$ cat src/rtl/dwb_pkg.sv
package dwb_pkg;

    localparam int MAX_SIDE    = 32;
    localparam int PIXEL_BITS  = 16;
    localparam int FRAC_BITS   = 8;
    localparam int SCALE_FRAC  = 12;
    localparam int POS_W       = 5;
    localparam int SIDE_W      = 6;
    localparam int ADDR_W      = 10;
    localparam int STORE_DEPTH = MAX_SIDE * MAX_SIDE;
    localparam int COORD_W     = POS_W + FRAC_BITS;
    localparam int WGT_W       = 2 * FRAC_BITS + 1;
    localparam int PROD_W      = PIXEL_BITS + 2 * FRAC_BITS;
    localparam int CFG_W       = 16;
    localparam int CFG_IDX_W   = 2;

    localparam logic [CFG_IDX_W-1:0] CFG_SIDE  = 2'd0;
    localparam logic [CFG_IDX_W-1:0] CFG_SCALE = 2'd1;

    localparam logic [SIDE_W-1:0] SIDE_RESET  = 6'd28;
    localparam logic [15:0]       SCALE_RESET = 16'd4096;
    localparam logic [SIDE_W-1:0] SIDE_MIN    = 6'd2;
    localparam logic [SIDE_W-1:0] SIDE_MAX    = 6'd32;

    localparam logic FUNC_LOAD   = 1'b0;
    localparam logic FUNC_SAMPLE = 1'b1;

    typedef struct packed {
        logic [POS_W-1:0]     idx;
        logic [FRAC_BITS-1:0] frac;
    } t_coord;

    typedef struct packed {
        logic [ADDR_W-1:0] ll;
        logic [ADDR_W-1:0] lh;
        logic [ADDR_W-1:0] hl;
        logic [ADDR_W-1:0] hh;
    } t_quad_addr;

    typedef struct packed {
        logic [PIXEL_BITS-1:0] ll;
        logic [PIXEL_BITS-1:0] lh;
        logic [PIXEL_BITS-1:0] hl;
        logic [PIXEL_BITS-1:0] hh;
    } t_quad_pix;

    typedef struct packed {
        logic [WGT_W-1:0] ll;
        logic [WGT_W-1:0] lh;
        logic [WGT_W-1:0] hl;
        logic [WGT_W-1:0] hh;
    } t_quad_wgt;

endpackage

$ cat src/rtl/dwb_blend.sv
module dwb_blend
    import dwb_pkg::*;
(
    input  logic                    i_clk,
    input  logic                    i_en,
    input  t_quad_pix               i_pix,
    input  t_quad_wgt               i_wgt,
    output logic [PIXEL_BITS-1:0]   o_value
);

    logic [PROD_W-1:0]     r_p_ll;
    logic [PROD_W-1:0]     r_p_lh;
    logic [PROD_W-1:0]     r_p_hl;
    logic [PROD_W-1:0]     r_p_hh;
    logic [PIXEL_BITS-1:0] r_value;
    logic [PROD_W-1:0]     sum;

    assign sum = r_p_ll + r_p_lh + r_p_hl + r_p_hh
               + PROD_W'(1 << (2 * FRAC_BITS - 1));

    always_ff @(posedge i_clk) begin
        if (i_en) begin
            r_p_ll  <= PROD_W'(i_pix.ll) * PROD_W'(i_wgt.ll);
            r_p_lh  <= PROD_W'(i_pix.lh) * PROD_W'(i_wgt.lh);
            r_p_hl  <= PROD_W'(i_pix.hl) * PROD_W'(i_wgt.hl);
            r_p_hh  <= PROD_W'(i_pix.hh) * PROD_W'(i_wgt.hh);
            r_value <= sum[PROD_W-1:2*FRAC_BITS];
        end
    end

    assign o_value = r_value;

endmodule

$ cat config.mk
export PLATFORM = sky130hd
export DESIGN_NAME = dwb_blend
export DESIGN_NICKNAME = d
export VERILOG_FILES = /design/src/rtl/dwb_pkg.sv /design/src/rtl/dwb_blend.sv
export SDC_FILE = /design/constraint.sdc
export NUM_CORES = 2
export LEC_CHECK = 0
export BUFFER_PORTS_ARGS = -buffer_cell sky130_fd_sc_hd__buf_2
export CAP_MARGIN = 20
export CORE_ASPECT_RATIO = 0.5
export CORE_MARGIN = 8
export CORE_UTILIZATION = 40
export CTS_CLUSTER_DIAMETER = 50
export DETAILED_ROUTE_END_ITERATION = 10
export SLEW_MARGIN = 20
export SYNTH_ARGS = -nofsm -noshare
export SYNTH_HDL_FRONTEND = slang
export SYNTH_SLANG_ARGS = --single-unit
$ cat constraint.sdc
create_clock -name i_clk -period 7.5 [get_ports i_clk]
set_input_delay 1.5 -clock i_clk [delete_from_list [all_inputs] [get_ports i_clk]]
set_output_delay 1.5 -clock i_clk [all_outputs]
set_load 0.03 [all_outputs]
# == After elaboration in Yosys (flattened, before gate mapping) ==
# Index checks and enable logic that the tools add are counted.
# word_totals
register_bits,144
word_cells,13
output_inout_bits,16
in_bits,134
# op_classes
n_addsub,4
n_mul,4
# ops
cell,count
16-bit by 17-bit multiplier with 32-bit output,4
32-bit adder,3
32-bit by 16-bit adder with 32-bit output (second input constant),1

# == Logic depth before layout (Yosys ltp) ==
# depth
depth_word,4
ltp_mapped,25
mapped_depth_nobuf,23

# == Least setup slack after synthesis ==
# No wires, ideal clock.
# synth_path
kind,input to register
from,in i_pix[23] (netlist name)
to,"reg r_p_hl[29], data pin"
setup_slack_ns,0.162
n_path_buf,3
setup_ns,0.262
cell_stages,25
t_arrival_ns,7.076
cell_sequence,clkbuf_1 clkbuf_1 nand2_1 fa_1 inv_1 fa_1 inv_1 fa_1 inv_1 fa_1 fa_1 inv_1 fa_1 inv_1 ha_1 buf_2 a21o_1 a21o_1 a21oi_1 o211a_1 a21oi_2 o41ai_4 o211ai_2 mux2_1 nand3_1
# synth_via
elab_chain_len,1
# synth_lines
item,line_no,text
start: declaration,dwb_blend.sv:6,"input t_quad_pix i_pix,"
16-bit by 17-bit multiplier with 32-bit output,dwb_blend.sv:25,r_p_hl <= PROD_W'(i_pix.hl) * PROD_W'(i_wgt.hl);
end signal: assignment,dwb_blend.sv:25,
end: declaration,dwb_blend.sv:13,logic [PROD_W-1:0] r_p_hl;
# No other way between the ends.
# A chain may end at the register's enable or synchronous reset.

# == Worst setup path after layout ==
# layout_path
from,in i_wgt[42] (netlist name)
to,"reg r_p_lh[31], data pin"
# layout_via
elab_chain_len,1
# layout_lines
item,line_no,text
start: declaration,dwb_blend.sv:7,"input t_quad_wgt i_wgt,"
16-bit by 17-bit multiplier with 32-bit output,dwb_blend.sv:24,r_p_lh <= PROD_W'(i_pix.lh) * PROD_W'(i_wgt.lh);
end signal: assignment,dwb_blend.sv:24,
end: declaration,dwb_blend.sv:12,logic [PROD_W-1:0] r_p_lh;
# No other way between the ends.

==> impl_results.md <==
- Seq/Total Area, Yosys: 10.3%
- Reg2reg path depth: 13
- Max Slew Vio Count: 0
- Worst slew pin tran: 0.907 ns
- Async set-or-reset flop fraction in the synthesized netlist: 0%
- Die width: 474 um
- WP data arrival: 7.31 ns
- Syn. warnings: 0
- Fillers: 10.2k
- Worst EP required: 7.68 ns
- DP Cell Count: 5933
- Number of global-route vias before repair: 32.5k
- CP max FO: 12
- Relative slew slack: 39.5%
- Tot GR Track Use: 18.2%
- WS Path Type: in2reg
- DP Wirelength: 88500 um
- Synthesized area: 0.0419 mm^2
- Fmax: 140 MHz
- Diode count: 0
- Num CTS Buffers: 17
- Yosys cell types: 68
- Critical Path Start Type: primary input
- Tmin final: 7.13 ns
- CTS clk-pin slew, worst paths: 0.07 ns
- Global-route wire length before repair: 170000 um
- # hold bufs at CTS: 0
- Commonest non-fill, non-tap cell in the layout: inv_1
- WL/cell: 17.2 um
- Mean post-synth cell area: 9.59 um^2
- Core area: 0.104 mm^2
- Via-to-Cell Ratio: 4.98
- CTS max path bufs: 2
- # DRC: 0
- Top FF cell, synth: edfxtp_1
- # port buffers: 149
- Commonest cells after routing, fill and taps aside: 973 x inv_1, 889 x fa_1, 639 x nand2_1, 502 x and2_1, 461 x ha_1
- Layout cells sized above 1: 7.79%
- Clock Skew: 0.0138 ns
- RD Place Congestion: 0.869
- Hold Path Class: reg2reg
- Final hold vios: 0
- # clock sinks: 144
- Iteration-0 DRC Markers: 1750
- Post-Layout Cell Count: 5965
- Unrepaired setup endpoints after global routing: no
- Synth Register Bits: 144
- Outcome: completed
- DIE HEIGHT: 245 um
- Tcrit/Tclk final: 95.0%
- CTS-repair resized insts: 0
- Critical Path End Type: flip-flop
- DRT Pass-1 Iters: 7
- Total gr overflow: 0
- Post-synth EDFFs: 144
- Later-pin clock latency in the skew report: 0.44 ns
- I/O Pins: 150
- DRT antenna net count: 0
- Initial antenna violation count: 4
- H-tree depth: 4
- Max cap viols: 0
- Post-CTS Setup Inserts: 0
- Final setup fails: 0
- Initial Util: 40.1%
- Final wirelength: 103000 um
- Total Nets Final: 6017
- Hold Path Depth: 4
- Die area: 0.116 mm^2
- Largest net degree at the start of global routing: 80
- Core Rows: 84
- P&R area growth vs syn: 8.72%
- Mapped Cells: 4366
- Root Driver: clkbuf_16
- CTS tree: built
- Net Count, Synth: 5850
- DR vias: 29.7k
==> metal layers <==
layer  wire length (um)  vias up  track usage [%]
met5                161        -            0.995
met4               2240        2             4.18
met3               6630      144             3.51
met2              50000      692             30.7
met1              43800    15352             24.2
li1                   -    13496                -
==> sequential cells by signal (all words and copies together), names as in the netlist <==
name     cells
o_value     16
r_p_hl      32
r_p_hh      32
r_p_lh      32
r_p_ll      32
==> worst max-delay path, stage by stage <==
cell and delay [ns]:
buf_2 0.27, nand2_1 0.14, fa_1 0.55, inv_1 0.06, fa_1 0.49, fa_1 0.61
fa_1 0.44, fa_1 0.52, inv_1 0.06, fa_1 0.48, inv_1 0.05, ha_1 0.35
a211oi_4 0.29, a211oi_1 0.13, a211oi_2 0.26, a311oi_2 0.11, nor3_2 0.18, o31ai_2 0.10
a2111o_1 0.39, a31oi_1 0.21, xnor2_1 0.11
==> synth_stat cells (42+ instances only) <==
cell type	n	area, um^2
and2_1	502	3140
nor2_1	48	180
ha_1	461	5770
a21oi_1	99	495
a21o_1	54	405
nand2_1	639	2400
edfxtp_1	144	4320
clkbuf_1	145	544
o21ai_0	42	210
xnor2_1	105	920
fa_1	889	17800
inv_1	973	3650
==> path summary, 6_finish.rpt <==
| check | start | endpoint | slack [ns] |
|---|---|---|---|
| setup reg to reg | r_p_ll[4] | o_value[15] | 2.86 |
| hold reg to reg | r_p_hl[31] | o_value[15] | 0.96 |
| hold / removal | r_p_hl[31] | o_value[15] | 0.96 |
| setup / recovery | i_wgt[42] | r_p_lh[31] | 0.37 |
==> final cells by class <==
type | count | area [um^2] | share of cell area, %
multi-input combinational | 3102 | 33400 | 73.2
clock inverter | 14 | 155 | 0.341
sequential | 144 | 4320 | 9.49
inverter | 973 | 3650 | 8.02
tap | 1419 | 1780 | 3.90
clock buffer | 18 | 429 | 0.942
timing repair buffer | 295 | 1850 | 4.06
==> through the flow <==
| step | instance area, um^2 | setup TNS (ns) | worst slack [ns] | utilization, % | hold WS [ns] |
|---|---|---|---|---|---|
| 2_1_floorplan | 41900 | 0 | 0.162 | - | 0.847 |
| 3_3_place_gp | 45000 | 0 | 0.0814 | 43.0 | 0.959 |
| 3_5_place_dp | 45000 | -0.0463 | -0.0463 | 43.0 | 0.944 |
| 4_1_cts | 45500 | 0 | 0.379 | 43.6 | 0.981 |
| 5_1_grt | 45500 | 0 | 0.143 | 43.6 | 1.03 |
| 6_report | 45500 | 0 | 0.373 | 43.6 | 0.961 |
==> logic make-up after synthesis <==
group                      share of synthesized area [%]
buffers and inverters                               10.0
and+or+nand+nor                                     15.0
xor gates and xnor gates                            2.97
muxes                                             0.0747
AOI/OAI and AO/OA                                   5.33
adders and majority gates                           56.3
DFF                                                 10.3
Power is left out: the tool's default activity adds up to more than one toggle a clock period on the data nets, which glitch-free logic cannot reach.
