### src/rtl/dwb_pkg.sv
package dwb_pkg;

    localparam int MAX_SIDE    = 32;
    localparam int PIXEL_BITS  = 16;
    localparam int FRAC_BITS   = 8;
    localparam int SCALE_FRAC  = 12;
    localparam int POS_W       = 5;
    localparam int SIDE_W      = 6;
    localparam int ADDR_W      = 10;
    localparam int STORE_DEPTH = MAX_SIDE * MAX_SIDE;
    localparam int COORD_W     = POS_W + FRAC_BITS;
    localparam int WGT_W       = 2 * FRAC_BITS + 1;
    localparam int PROD_W      = PIXEL_BITS + 2 * FRAC_BITS;
    localparam int CFG_W       = 16;
    localparam int CFG_IDX_W   = 2;

    localparam logic [CFG_IDX_W-1:0] CFG_SIDE  = 2'd0;
    localparam logic [CFG_IDX_W-1:0] CFG_SCALE = 2'd1;

    localparam logic [SIDE_W-1:0] SIDE_RESET  = 6'd28;
    localparam logic [15:0]       SCALE_RESET = 16'd4096;
    localparam logic [SIDE_W-1:0] SIDE_MIN    = 6'd2;
    localparam logic [SIDE_W-1:0] SIDE_MAX    = 6'd32;

    localparam logic FUNC_LOAD   = 1'b0;
    localparam logic FUNC_SAMPLE = 1'b1;

    typedef struct packed {
        logic [POS_W-1:0]     idx;
        logic [FRAC_BITS-1:0] frac;
    } t_coord;

    typedef struct packed {
        logic [ADDR_W-1:0] ll;
        logic [ADDR_W-1:0] lh;
        logic [ADDR_W-1:0] hl;
        logic [ADDR_W-1:0] hh;
    } t_quad_addr;

    typedef struct packed {
        logic [PIXEL_BITS-1:0] ll;
        logic [PIXEL_BITS-1:0] lh;
        logic [PIXEL_BITS-1:0] hl;
        logic [PIXEL_BITS-1:0] hh;
    } t_quad_pix;

    typedef struct packed {
        logic [WGT_W-1:0] ll;
        logic [WGT_W-1:0] lh;
        logic [WGT_W-1:0] hl;
        logic [WGT_W-1:0] hh;
    } t_quad_wgt;

endpackage

### src/rtl/dwb_coord.sv
module dwb_coord
    import dwb_pkg::*;
(
    input  logic                    i_clk,
    input  logic                    i_en,
    input  logic [POS_W-1:0]        i_pos,
    input  logic signed [15:0]      i_disp,
    input  logic [15:0]             i_scale,
    input  logic [SIDE_W-1:0]       i_side,
    output t_coord                  o_coord
);

    logic signed [32:0]     r_prod;
    logic [POS_W-1:0]       r_pos;
    t_coord                 r_coord;

    logic signed [32:0]     n_prod;
    logic signed [32:0]     rnd;
    logic signed [20:0]     delta;
    logic signed [21:0]     pos_fx;
    logic signed [21:0]     coord;
    logic [POS_W-1:0]       side_m1;
    logic [COORD_W-1:0]     hi;
    t_coord                 n_coord;

    assign n_prod  = i_disp * $signed({1'b0, i_scale});
    assign rnd     = r_prod + 33'sd2048;
    assign delta   = rnd[32:SCALE_FRAC];
    assign pos_fx  = $signed({9'b0, r_pos, {FRAC_BITS{1'b0}}});
    assign coord   = pos_fx + {delta[20], delta};
    assign side_m1 = POS_W'(i_side - 6'd1);
    assign hi      = {side_m1, {FRAC_BITS{1'b0}}} - 13'd1;

    always_comb begin
        if (coord < 22'sd0) begin
            n_coord = '0;
        end else if (coord > $signed({9'b0, hi})) begin
            n_coord = hi;
        end else begin
            n_coord = coord[COORD_W-1:0];
        end
    end

    always_ff @(posedge i_clk) begin
        if (i_en) begin
            r_prod  <= n_prod;
            r_pos   <= i_pos;
            r_coord <= n_coord;
        end
    end

    assign o_coord = r_coord;

endmodule

### config.mk
export PLATFORM = sky130hd
export DESIGN_NAME = dwb_coord
export DESIGN_NICKNAME = d
export VERILOG_FILES = /design/src/rtl/dwb_pkg.sv /design/src/rtl/dwb_coord.sv
export SDC_FILE = /design/constraint.sdc
export NUM_CORES = 1
export LEC_CHECK = 0
export BUFFER_PORTS_ARGS = -buffer_cell sky130_fd_sc_hd__buf_2
export CAP_MARGIN = 20
export CORE_AREA = 5 5 155 157
export DETAILED_ROUTE_END_ITERATION = 12
export DIE_AREA = 0 0 160 162
export HOLD_SLACK_MARGIN = 0.1
export PLACE_DENSITY = 0.73
export SYNTH_ARGS = -nofsm -noshare
export SYNTH_HDL_FRONTEND = slang
export SYNTH_SLANG_ARGS = --single-unit
### constraint.sdc
create_clock -name i_clk -period 14.65 [get_ports i_clk]
set_input_delay 1.465 -clock i_clk [delete_from_list [all_inputs] [get_ports i_clk]]
set_output_delay 1.465 -clock i_clk [all_outputs]
set_load 0.02 [all_outputs]
## Word level (Yosys, flattened, before mapping)

Cells that the tools add are included.
W data, S select, Z words.

- Register bits after elaboration: 51
- Output and inout bits: 13
- Word-level logic and storage cells: 12

- Add/subtract/negate cells: 4
- Multiply operators: 1
- $lt $le $gt $ge: 2
- Muxes and demuxes: 1

Operators with widths:

| operator | number |
|---|---|
| $add A33 B13 Y33 const B | 1 |
| $mul A16 B17 Y33 | 1 |
| $add A14 B21 Y22 | 1 |
| $gt A22 B14 Y1 | 1 |
| $lt A22 B1 Y1 const B | 1 |
| $mux W13 | 1 |
| $sub A13 B1 Y13 const B | 1 |
| $sub A5 B1 Y5 const B | 1 |

## Longest topological paths before layout

Gate-level depths: netlist of the first run.

- Depth in word-level cells: 4
- Gate-level depth with buffers: 22

## Least setup slack after synthesis of the first run

OpenSTA, ideal clock, no wires.

- Path type: input -> register
- From: input port i_scale[8]
- To: register r_prod[32], data pin
- Library setup time: 0.255 ns
- Data arrival time: 7.262 ns
- Path slack: 7.133 ns
- Cell stages on the path: 21
- Path buffers: 1
- Path through: clkbuf_1 > and2_1 > fa_1 > inv_1 > fa_1 > fa_1 > inv_1 > fa_1 > fa_1 > inv_1 > fa_1 > inv_1 > ha_1 > a21o_1 > a21o_1 > a2111oi_2 > o31ai_1 > a211oi_1 > nor2_1 > or4_1 > and3_1

- Cells in the longest elaborated chain, start to end: 1

RTL lines:

| element | RTL line | text |
|---|---|---|
| start, declared | dwb_coord.sv:8 | `input logic [15:0] i_scale,` |
| $mul A16 B17 Y33 | dwb_coord.sv:26 | `assign n_prod = i_disp * $signed({1'b0, i_scale});` |
| named net n_prod[32] | dwb_coord.sv:17 | `logic signed [32:0] n_prod;` |
| end signal, assigned | dwb_coord.sv:46 | `r_prod <= n_prod;` |
| end, declared | dwb_coord.sv:13 | `logic signed [32:0] r_prod;` |

The timed path passes the listed nets, and every way through them passes these cells.
A chain may end at the register's enable or synchronous reset.

## Final worst setup path of the first run

- From: input port i_scale[7]
- To: register r_prod[32], data pin

The elaborated chain is that of the path after synthesis.

==> impl_metrics.csv, run 1 <==
group,metric,value,unit
die,row_count,55,
clocking,numCtsBuffers,5,
clocking,cts_resized,0,
timing,min_period_over_period,0.527,
yosys,yosysTopAreaCell,"fa_1",
power,ir_drop,252,uV
setup_path,crit_path_top_delay_cell,"fa_1",
setup_path,crit_family,"adder cells",
place,dpl_cell_area,11500,um^2
yosys,syn_inst,1193,
clocking,clockRootBuffer,"clkbuf_16",
yosys,ys_ff_latch,40,
timing,fin_crit,7730,ps
timing,setup_violations,0,
timing,relSlewSlack,0.413,
die,die_y,162,um
timing,hold_violations,0,
power,leakagePower,5.84,nW
clocking,insertion_delay,280,ps
detailed_routing,wirelength,23300,um
yosys,postSynthAreaPerCell,9.23,um^2
cells_and_area,syn_to_final_growth,5.81,%
detailed_routing,vias,8123,
detailed_routing,wire_per_inst,15.6,um
clocking,cts_tree,"built",
yosys,ys_top_cells_by_area,"fa_1, ha_1, edfxtp_1",
yosys,synth_cell_types,60,
detailed_routing,drc_errors,0,
die,dieArea,25900,um^2
place,gp_congestion,0.845,
clocking,cts_setup_buffers,0,
cells_and_area,fillers,2028,
setup_path,critical_path_class,"in -> reg",
yosys,syn-num-nets,1564,
yosys,synthArstFlopShare,0,
die,die_w,160,um
cells_and_area,num_antenna_cells,0,
die,ioPinCount,58,
setup_path,cp_common_cell,"fa_1",
setup_path,critPathRequiredTime,14690,ps
timing,rsz0062_at_grt,"false",
status,outcome,"finished clean",
setup_path,critPathMaxStageDelay,550,ps
setup_path,start_kind,"input pin",
yosys,netlist_top_cells_count,"inv_1, fa_1, nand2_1",
run,cap_viol_max_count,0,
detailed_routing,firstDrtPassIters,5,
timing,slew_viol_final,0,
clocking,clkTransAtPathRegs,60,ps
yosys,ys.flop_type,"edfxtp_1",
timing,max_freq,0.129,GHz
detailed_routing,drtIter0Drc,415,
detailed_routing,ant_nets,0,
clocking,htree_levels,2,
yosys,synth_top_area_frac,0.353,
yosys,synth_edf_count,40,
yosys,netlist_area,11000,um^2
setup_path,cp_max_fo,16,
global_route,antenna_found_initial,0,
global_route,overflow,0,
yosys,yosysMostFrequentCell,"inv_1",
cells_and_area,design_area,11600,um^2
clocking,clockBufferDepth,2,
setup_path,critPathArrivalTime,7760,ps
place,dpl.hpwl,19100,um
cells_and_area,drive_gt1_frac,0.0603,
setup_path,end_kind,"register",
place,io_buffers,56,
clocking,clock_sinks,40,
place,dp.cells,1489,
clocking,ctsHoldBuffers,0,
timing,tightest_slew,880,ps
cells_and_area,final_util,0.521,
global_route,grt_usage,0.186,
power,finalPower,2.84,mW
yosys,synth-seq-area-share,0.109,
power,power_density,244,nW/um^2
setup_path,worstPathCellList,"buf_2, and2_1, fa_1, inv_1, fa_1, fa_1, inv_1, fa_1, fa_1, inv_1, fa_1, inv_1, ha_1, a21o_1, a21o_1, a2111oi_2, o31ai_1, a211oi_1, nor2_1, or4_1, and3_1",
cells_and_area,finalNonFillerCells,1496,
die,core,22400,um^2
global_route,grt_pass1_wl,40300,um
timing,setup-tns-final,0,ps
timing,clock_skew,6.12,ps
setup_path,critPathBufInv,5,
yosys,yosys_warnings,0,
hold_path,hold_path.class,"reg -> reg",
cells_and_area,layout.nets,1582,
global_route,grt_max_degree,41,
detailed_routing,vias_per_cell,5.43,
global_route,grt_pass1_vias,8626,
die,initial_core_util,0.492,
## worst reg2reg max path, cell delays in order (launching register included)
cell and delay, ps:
edfxtp_1 400, ha_1 300, nand3_1 160, nor2_1 410
nand2_1 120, xnor2_1 210, fa_1 460, a21o_1 210
a21oi_1 220, xnor2_1 140, ha_1 320, nand3_1 110
or4_1 520, a211o_1 250, o22ai_1 170, o2111a_2 420
mux2_1 360
## through the flow
stage	hold WS [ps]	worst slack, ps
CTS	802	6940
floorplan	698	7130
global placement	773	6690
finish	793	6920
detailed placement	781	6660
global route	872	6710
## registers in the layout (all words and copies together) (netlist names)
name,count
r_pos,5
r_prod,22
o_coord,13
## cell usage in the layout (no fill, tap or decap), types with 9 or more instances in the layout
master      n
inv_1     240
fa_1      194
nand2_1   154
ha_1      132
and2_1    118
buf_2      56
a21oi_1    41
edfxtp_1   40
xnor2_1    30
nor2_1     21
xor2_1     20
o21ai_0    18
nand3_1    13
nand4_1    13
a21o_1     13
nand2b_1   12
and3_1      9
## path summary, 6_finish.rpt
| kind | start | end | slack (ps) | cells after the start |
|---|---|---|---|---|
| worst max register to register | r_prod[11] | o_coord[9] | 9630 | 16 |
| worst min-delay path | r_prod[12] | o_coord[0] | 790 | 3 |
| worst max-delay path | i_scale[7] | r_prod[32] | 6920 | 21 |
| worst min register to register | r_prod[12] | o_coord[0] | 790 | 3 |
## final cells by class
| class | count | area, um^2 | area share |
|---|---|---|---|
| tap | 285 | 357 | 0.0306 |
| sequential | 40 | 1200 | 0.103 |
| clock buffer | 5 | 125 | 0.0107 |
| inverter | 240 | 901 | 0.0774 |
| timing repair buffer | 56 | 280 | 0.0241 |
| multi-input combinational | 868 | 8720 | 0.749 |
| clock inverter | 2 | 60.1 | 0.00516 |
## where the power goes
| part | total (mW) | leakage (nW) | switching, mW | internal (mW) |
|---|---|---|---|---|
| sequential | 0.346 | 0.394 | 0.0581 | 0.288 |
| combinational | 2.36 | 5.35 | 1.36 | 0.993 |
| clock | 0.138 | 0.0899 | 0.0417 | 0.0966 |
## logic make-up (layout without fill, tap and decap cells)
logic type               after synthesis  after routing  synth area share
multiplexers                           7              7           0.00648
AND/OR/NAND/NOR                      377            377             0.179
AO/OA/AOI/OAI                        108            108            0.0645
XOR/XNOR                              50             50            0.0398
buffers and inverters                285            303            0.0984
adder cells (fa/ha/maj)              326            326             0.503
flip-flops                            40             40             0.109
## routing by layer
metal	track usage	wire length (um)	up-vias
met4	0.0422	480	0
li1	-	-	3774
met5	0	0	-
met3	0.0180	993	45
met1	0.238	9930	4107
met2	0.343	11900	197
Note: power is estimated with default switching activity, not from simulation.
==> run 2: changes to the inputs <==
Settings changed: PLACE_DENSITY 0.73 to 0.76.
Clock period 14.65 ns to 6.2 ns, I/O delays scaled along.
==> impl_metrics.csv, run 2 (synthesized netlist as in run 1, its figures left out) <==
group,metric,value,unit
timing,hold_violations,0,
timing,tightest_slew,862,ps
setup_path,end_kind,"register",
setup_path,critPathMaxStageDelay,540,ps
setup_path,crit_path_top_delay_cell,"fa_1",
setup_path,critPathBufInv,6,
setup_path,cp_max_fo,8,
setup_path,critical_path_class,"in -> reg",
cells_and_area,design_area,12600,um^2
timing,min_period_over_period,0.989,
cells_and_area,drive_gt1_frac,0.165,
place,dpl.hpwl,20600,um
die,die_y,162,um
timing,fin_crit,6130,ps
setup_path,critPathArrivalTime,6170,ps
setup_path,worstPathCellList,"buf_12, and2_4, fa_1, inv_2, fa_1, fa_1, inv_2, fa_1, fa_1, inv_2, fa_1, inv_2, ha_4, a21o_1, a2111oi_4, o31ai_4, a211oi_2, buf_4, nor2_2, or4_1, and3_1",
detailed_routing,wirelength,24100,um
detailed_routing,wire_per_inst,15.1,um
global_route,grt_max_degree,41,
timing,slew_viol_final,0,
place,io_buffers,56,
timing,clock_skew,3.47,ps
run,cap_viol_max_count,0,
setup_path,start_kind,"input pin",
detailed_routing,drtIter0Drc,449,
global_route,antenna_found_initial,0,
timing,holdWs,517,ps
detailed_routing,drc_errors,0,
die,core,22400,um^2
clocking,ctsHoldBuffers,0,
clocking,clock_sinks,40,
cells_and_area,layout_common_cells,"inv_1, fa_1, nand2_1, ha_1",
detailed_routing,vias_per_cell,5.21,
cells_and_area,syn_to_final_growth,14.9,%
clocking,htree_levels,2,
timing,relSlewSlack,0.425,
cells_and_area,top_register,"r_prod",
global_route,use_met1,0.264,
global_route,grt_usage,0.192,
global_route,grt_pass1_vias,8756,
hold_path,hold_path.class,"in -> reg",
global_route,grt_pass1_wl,41700,um
detailed_routing,firstDrtPassIters,5,
status,outcome,"finished clean",
clocking,clockBufferDepth,2,
detailed_routing,vias,8319,
clocking,insertion_delay,280,ps
global_route,met3_usage,0.0353,
die,dieArea,25900,um^2
setup_path,crit_family,"adder cells",
clocking,cts_tree,"built",
timing,rsz0062_at_grt,"true",
die,die_w,160,um
clocking,numCtsBuffers,5,
timing,max_freq,0.163,GHz
global_route,gr-max-usage-layer,"met2",
timing,setup_violations,0,
die,ioPinCount,58,
global_route,overflow,0,
place,gp_congestion,0.908,
die,row_count,55,
place,dpl_cell_area,12300,um^2
cells_and_area,num_antenna_cells,0,
detailed_routing,ant_nets,0,
cells_and_area,layout.nets,1684,
setup_path,cp_common_cell,"fa_1",
die,initial_core_util,0.492,
global_route,grtUsageMet2,0.321,
cells_and_area,layout_commonest_cell,"inv_1",
clocking,clkTransAtPathRegs,60,ps
clocking,clockRootBuffer,"clkbuf_16",
setup_path,critPathRequiredTime,6240,ps
cells_and_area,largest_reg_flops,22,
==> run 2: cell count changes in the layout (fill, tap and decap cells not counted), sizes merged <==
cell	change
bufinv	-2
buf	+102
clkinv	+1
clkinvlp	+1
==> run 2: routing by layer <==
layer / wire length [um] / up-vias / share of wire
met3: 1490 / 29 / 0.062
met2: 11500 / 221 / 0.48
met5: 0 / - / 0
met4: 470 / 0 / 0.019
met1: 10600 / 4101 / 0.44
li1: - / 3968 / -
==> run 2: what timing repair did <==
item / in CTS / in global routing
gates resized for setup: 29 / 36
setup endpoints to repair: 1 / 6
gates cloned: 0 / 0
setup buffers: 2 / 2
pin swaps: 19 / 29
==> run 2: worst reg2reg max path, delay by kind of cell (launching register included) <==
kind                       cells  cell delay (ps)
and+or+nand+nor                5             1330
xor gates and xnor gates       2              280
AOI/OAI and AO/OA              5             1260
muxes                          1              380
DFF                            1              490
adders and majority gates      3              910
==> run 2: path summary, 6_finish.rpt <==
path / startpoint / end / slack (ps) / cells past startpoint
worst min register to register: r_prod[12] / o_coord[0] / 780 / 3
worst min-delay path: i_pos[4] / r_pos[4] / 520 / 1
worst max-delay path: i_scale[9] / r_prod[32] / 70 / 21
worst max register to register: r_prod[14] / o_coord[9] / 1290 / 16
==> run 2: layout make-up <==
type	count	area (um^2)
fill	1867	9720
clock inverter	2	12.5
timing repair buffer	158	1140
multi-input combinational	868	8910
sequential	40	1200
tap	285	357
clock buffer	5	125
inverter	240	901
==> run 2: per-stage QoR <==
stage | setup slack [ps] | instances | setup TNS (ps) | utilization
3_5_place_dp | -330 | 1587 | -1200 | 0.548
4_1_cts | 4.53 | 1596 | 0 | 0.559
2_1_floorplan | 2.69 | 1193 | 0 | -
3_3_place_gp | -275 | 1587 | -777 | 0.548
5_1_grt | -130 | 1598 | -305 | 0.565
6_report | 70.0 | 1598 | 0 | 0.565
Power of run 2 is left out: the tool's default activity adds up to more than one toggle a clock period on the data nets, which glitch-free logic cannot reach.
==> run 3: changes to the inputs <==
Settings changed: CORE_AREA 5 5 155 157 to 5 5 111 218, DIE_AREA 0 0 160 162 to 0 0 116 223.
==> impl_metrics.csv, run 3 (synthesized netlist as in run 1, its figures left out) <==
group,metric,value,unit
global_route,antenna_found_initial,0,
setup_path,critPathArrivalTime,6040,ps
cells_and_area,design_area,12700,um^2
global_route,grt_usage,0.206,
die,ioPinCount,58,
setup_path,cp.depth,21,
detailed_routing,wl_met3,1010,um
detailed_routing,highest_layer,"met4",
timing,setup-tns-final,0,ps
timing,setup_violations,0,
setup_path,startpoint,"i_disp[6]",
timing,slew_viol_final,0,
clocking,insertion_delay,280,ps
cells_and_area,layout_commonest_cell,"inv_1",
setup_path,end_kind,"register",
cells_and_area,top_register,"r_prod",
timing,hold_violations,0,
clocking,clockBufferDepth,2,
place,gp_congestion,0.901,
die,die_w,116,um
detailed_routing,drtIter0Drc,395,
detailed_routing,vias,8544,
timing,tightest_slew,858,ps
clocking,clock_sinks,40,
setup_path,rrSetupSlack,1130,ps
setup_path,critPathBufInv,6,
clocking,numCtsBuffers,5,
die,core,22400,um^2
die,row_count,78,
clocking,clockRootBuffer,"clkbuf_16",
detailed_routing,ant_nets,0,
status,outcome,"finished clean",
detailed_routing,drc_errors,0,
detailed_routing,met2_length,13500,um
global_route,overflow,0,
timing,max_freq,0.167,GHz
hold_path,hold_path.class,"in -> reg",
setup_path,worstPathCellList,"buf_6, buf_4, and2_1, fa_1, inv_1, fa_1, fa_1, inv_1, fa_2, fa_1, inv_1, fa_1, inv_1, ha_1, or3_1, o21ai_2, o31ai_2, a211oi_2, nor2_2, or4_1, and3_1",
setup_path,critical_path_class,"in -> reg",
cells_and_area,finalNonFillerCells,1593,
timing,min_period_over_period,0.968,
cells_and_area,num_antenna_cells,0,
timing,fin_crit,6000,ps
setup_path,critPathMaxStageDelay,570,ps
place,dpl.hpwl,21700,um
place,io_buffers,56,
detailed_routing,wl_met1,9400,um
detailed_routing,wire_per_inst,15.7,um
detailed_routing,wirelength,25000,um
setup_path,crit_path_top_delay_cell,"fa_1",
cells_and_area,syn_to_final_growth,15.0,%
timing,clock_skew,4.29,ps
detailed_routing,vias_per_cell,5.36,
die,die_y,223,um
global_route,grt_pass1_wl,43500,um
hold_path,min-delay-start,"i_pos[4]",
global_route,grt_max_degree,41,
setup_path,cp_max_fo,9,
setup_path,r2r_cells,16,
setup_path,endpoint,"r_prod[32]",
setup_path,cp_common_cell,"fa_1",
clocking,cts_tree,"built",
setup_path,start_kind,"input pin",
die,initial_core_util,0.490,
clocking,htree_levels,2,
place,dp.cells,1585,
global_route,grt_pass1_vias,9419,
cells_and_area,layout_common_cells,"inv_1, fa_1, nand2_1, ha_1, and2_1",
setup_path,critPathRequiredTime,6240,ps
cells_and_area,drive_gt1_frac,0.161,
cells_and_area,layout.nets,1684,
die,dieArea,25900,um^2
hold_path,min_path_cells,1,
clocking,clkTransAtPathRegs,60,ps
cells_and_area,largest_reg_flops,22,
detailed_routing,firstDrtPassIters,7,
setup_path,reg2reg_to,"o_coord[9]",
setup_path,reg2reg_from,"r_prod[12]",
place,dpl_cell_area,12300,um^2
setup_path,crit_family,"adder cells",
timing,relSlewSlack,0.428,
run,cap_viol_max_count,0,
run 3: cell type report:
class / instances / area [um^2]
inverter: 240 / 901
clock inverter: 2 / 60.1
tap: 280 / 350
sequential: 40 / 1200
timing repair buffer: 158 / 1140
fill: 1951 / 9790
clock buffer: 5 / 125
multi-input combinational: 868 / 8880
run 3: what timing repair did:
action | in CTS | in global routing
hold endpoints to repair | 0 | 0
gates resized for setup | 19 | 47
hold buffers | 0 | 0
pin swaps | 15 | 29
setup endpoints to repair | 1 | 12
buffers inserted | 2 | 0
run 3: metal layers:
| layer | global-route usage | vias to the layer above |
|---|---|---|
| li1 | - | 3980 |
| met1 | 0.241 | 4229 |
| met2 | 0.376 | 260 |
| met3 | 0.0163 | 75 |
| met4 | 0.0873 | 0 |
| met5 | 0 | - |
run 3: worst min-delay path by stage:
stage / endpoint
final: r_pos[4]
after global routing: r_pos[0]
after CTS: r_pos[4]
after detailed placement: o_coord[0]
after global placement: o_coord[0]
after floorplan: o_coord[0]
run 3: worst reg2reg max path, cell delays in order (launching register included):
cell      delay (ps)
edfxtp_1         400
ha_1             300
nand3_1          160
nor2_1           410
nand2_1          120
xnor2_1          210
fa_1             440
a21o_1           200
a21oi_1          230
xnor2_1          160
ha_1             330
nand3_1          120
or4_1            520
a211o_1          250
o22ai_1          180
o2111a_2         420
mux2_1           350
run 3: through the flow:
step | util | hold WS, ps | worst slack, ps
after global placement | 0.547 | 792 | -453
after global routing | 0.564 | 511 | -10.1
after CTS | 0.558 | 507 | 11.4
final | 0.564 | 510 | 200
after detailed placement | 0.547 | 786 | -505
after floorplan | - | 698 | 2.69
Power of run 3 is left out for the same reason.
